--- config.mk ---
export PLATFORM = sky130hd
export DESIGN_NAME = bmbd_ram
export DESIGN_NICKNAME = d
export VERILOG_FILES = /design/src/bmbd_ram.sv
export SDC_FILE = /design/constraint.sdc
export NUM_CORES = 2
export LEC_CHECK = 0
export ABC_AREA = 1
export BUFFER_PORTS_ARGS = -buffer_cell sky130_fd_sc_hd__buf_4
export CAP_MARGIN = 20
export CORE_MARGIN = 2
export CORE_UTILIZATION = 63
export CTS_CLUSTER_DIAMETER = 100
export CTS_CLUSTER_SIZE = 16
export DETAILED_ROUTE_END_ITERATION = 8
export PLACE_DENSITY_LB_ADDON = 0.25
export SETUP_SLACK_MARGIN = 0.3
export SYNTH_ARGS = -nofsm -noshare
export SYNTH_HDL_FRONTEND = slang
export SYNTH_SLANG_ARGS = --single-unit
--- constraint.sdc ---
create_clock -name clk -period 3 [get_ports clk]
set_clock_uncertainty 0.15 [all_clocks]
set_input_delay 0.3 -clock clk [delete_from_list [all_inputs] [get_ports clk]]
set_output_delay 0.3 -clock clk [all_outputs]
set_load 0.01 [all_outputs]
--- src/bmbd_ram.sv ---
module bmbd_ram #(
  parameter int WIDTH = 8,
  parameter int DEPTH = 256,
  localparam int AW   = $clog2(DEPTH)
) (
  input  logic             clk,
  input  logic             en,
  input  logic             we,
  input  logic [AW-1:0]    addr,
  input  logic [WIDTH-1:0] wdata,
  output logic [WIDTH-1:0] rdata
);

  logic [WIDTH-1:0] mem [DEPTH];

  always_ff @(posedge clk) begin
    if (en) begin
      if (we) begin
        mem[addr] <= wdata;
      end else begin
        rdata <= mem[addr];
      end
    end
  end

endmodule

==> impl_metrics.tcl <==
set metrics [dict create \
    die-area_um2 137600 \
    port_buffers 26 \
    layout_commonest_cell "nand2_1" \
    finalHoldViolations 0 \
    die_h_um 371.0 \
    syn_area_um2 84840 \
    fin_setup_tns_ns 0 \
    fin_crit_ns 2.612 \
    reg2reg_to "rdata[3]" \
    grt_pass1_vias 56430 \
    rows 134 \
    wire_per_inst_um 22.24 \
    wirelength_um 222700 \
    die_w_um 371.0 \
    max_slew_margin_pct 33.00 \
    yosysSeqAreaShare_pct 72.78 \
    clk_path_buf_depth 3 \
    antenna_found_initial 8 \
    r2r_slack_ns 0.39 \
    cts_buffers 146 \
    drt_first_pass_iters 8 \
    synthCells 7960 \
    hpwlAfterDp_um 134500 \
    outcome "finished clean" \
    area_growth_pct 11.19 \
    synth_top_cell_by_area "edfxtp_1" \
    viasPerCell 5.846 \
    drive_above_1_share_pct 8.675 \
    max_cap_violations 0 \
    worst_hold_path_type "input pin to flip-flop" \
    cp-endpoint "rdata[3]" \
    ys_seq_elements 2056 \
    tritoncts "built" \
    startpoint "mem[71][3]" \
    peakVddDrop_mv 0.7089 \
    worstMarginPinSlew_ns 1.005 \
    drtIter0Drc 7710 \
    grt_usage_pct 32.73 \
    max_freq_ghz 0.3828 \
    cts_max_level 4 \
    powerDensity_nw_per_um2 565.8 \
    grt_pass1_wl_um 335600 \
    synth.top_cells.by_area "edfxtp_1, nand2_1, nor2_1, nand3_1, buf_2" \
    cp_max_fo 1 \
    clock_latency_ns 0.83 \
    core_area_um2 133600 \
    syn-num-nets 7979 \
    gp_congestion 0.9272 \
    ff2ff_path_depth 12 \
    synth.avg_cell_area_um2 10.66 \
    yosysTopAreaCellShare_pct 72.78 \
    final_cell_mix "nand2_1, edfxtp_1, buf_4" \
    ys_types 14 \
    criticalPathCategory "flip-flop to flip-flop" \
    ios 27 \
    finalSetupViolations 0 \
    cts_sinks 2056 \
    worstSetupEndpointType "flip-flop" \
    rsz0062_at_grt "no" \
    cp.arrival_ns 3.00 \
    drc_errors 0 \
    path_clk_slew_ns 0.07 \
    dp.cells 9837 \
    p_leak_nw 37.87 \
    drtAntennaViolNets 0 \
    final_nets 8246 \
    post_cts_resized 0 \
    worstPathRequired_ns 3.39 \
    cts_root_buffer "clkbuf_16" \
    finalCritPeriodShare_pct 87.07 \
    rr_startpoint "mem[71][3]" \
    gr-total-overflow 0 \
    layout.cells.non_filler 10010 \
    start_util_pct 63.49 \
    start_kind "flip-flop" \
    yosysWarningCount 0 \
    drv_slew 0 \
    num_vias 58530 \
    grt_start_max_net_pins 121 \
]
-- power by group --
group / switching, mW / leakage [nW] / total [mW] / internal, mW
registers: 0.0228 / 18.5 / 31.6 / 31.6
clock network: 9.21 / 1.92 / 18.2 / 8.95
logic: 2.66 / 17.5 / 3.57 / 0.918
-- registers in the layout, indices dropped and copies added (netlist names) --
| signal | flops |
|---|---|
| mem | 2048 |
| rdata | 8 |
-- logic make-up after synthesis --
kind of cell | share of synthesized area, %
AOI/OAI and AO/OA | 0.7551
buffers and inverters | 2.364
DFF | 72.78
and+or+nand+nor | 24.11
-- worst min-delay path by stage --
stage	start	endpoint	slack, ns	cells after the start
3_5_place_dp	wdata[6]	mem[179][6]	0.52	1
3_3_place_gp	wdata[6]	mem[179][6]	0.51	1
2_1_floorplan	wdata[0]	mem[0][0]	0.25	0
4_1_cts	addr[6]	rdata[4]	0.002	6
6_report	addr[6]	rdata[4]	0.07	6
5_1_grt	addr[5]	mem[198][7]	0.12	5
-- layout make-up --
type / count / area (um^2)
clock buffer: 151 / 3779
fill: 9088 / 39300
tap: 1768 / 2212
timing repair buffer: 543 / 5190
sequential: 2056 / 61740
multi-input combinational: 5464 / 21180
antenna: 1 / 2.502
clock inverter: 12 / 143.9
inverter: 16 / 85.08
-- critical path, stage by stage (launching register included) --
cell and delay, ns:
edfxtp_1 0.37, nand2_1 0.07, nand2_1 0.06, nand2_1 0.05
nand2_1 0.06, nand2_1 0.06, nand2_1 0.12, o21ai_1 0.28
nand2_1 0.18, nor2_1 0.30, nor2_1 0.09, nor2_1 0.43
nand2_1 0.11
-- synth_stat cells --
cell      instances
nor2_1          345
clkinv_1          2
buf_2           214
nand2_1        4695
nand3_1         256
inv_1            11
nand4_1          40
buf_6             9
buf_1            35
edfxtp_1       2056
o21ai_1         128
buf_4             5
inv_2             3
clkbuf_1        161
-- layer usage --
metal / track usage [%] / routed length [um] / part of all wire, % / vias to the layer above
met2: 51.06 / 102900 / 46 / 3511
met1: 45.53 / 84000 / 38 / 27830
li1: - / - / - / 26650
met3: 7.030 / 26340 / 12 / 523
met5: 0 / 52 / 0.023 / -
met4: 12.98 / 9334 / 4.2 / 8
-- what timing repair did --
item                                   4_1_cts  5_1_grt
endpoints found under the hold margin      710        0
hold buffers                                10        0
setup buffers                                0        0
-- metrics by stage --
stage	setup slack, ns	total power [mW]	utilization, %	hold slack [ns]	cell area (um^2)
after floorplan	0.6251	34.06	-	0.2489	84840
after global placement	-0.2492	35.69	67.58	0.5143	90300
after detailed placement	-0.2450	35.75	67.58	0.5174	90300
after CTS	0.4844	53.41	70.59	0.002125	94320
after global routing	0.3697	54.70	70.59	0.1183	94320
final	0.3880	53.37	70.59	0.07117	94330
Power figures use the tool's default switching activity.
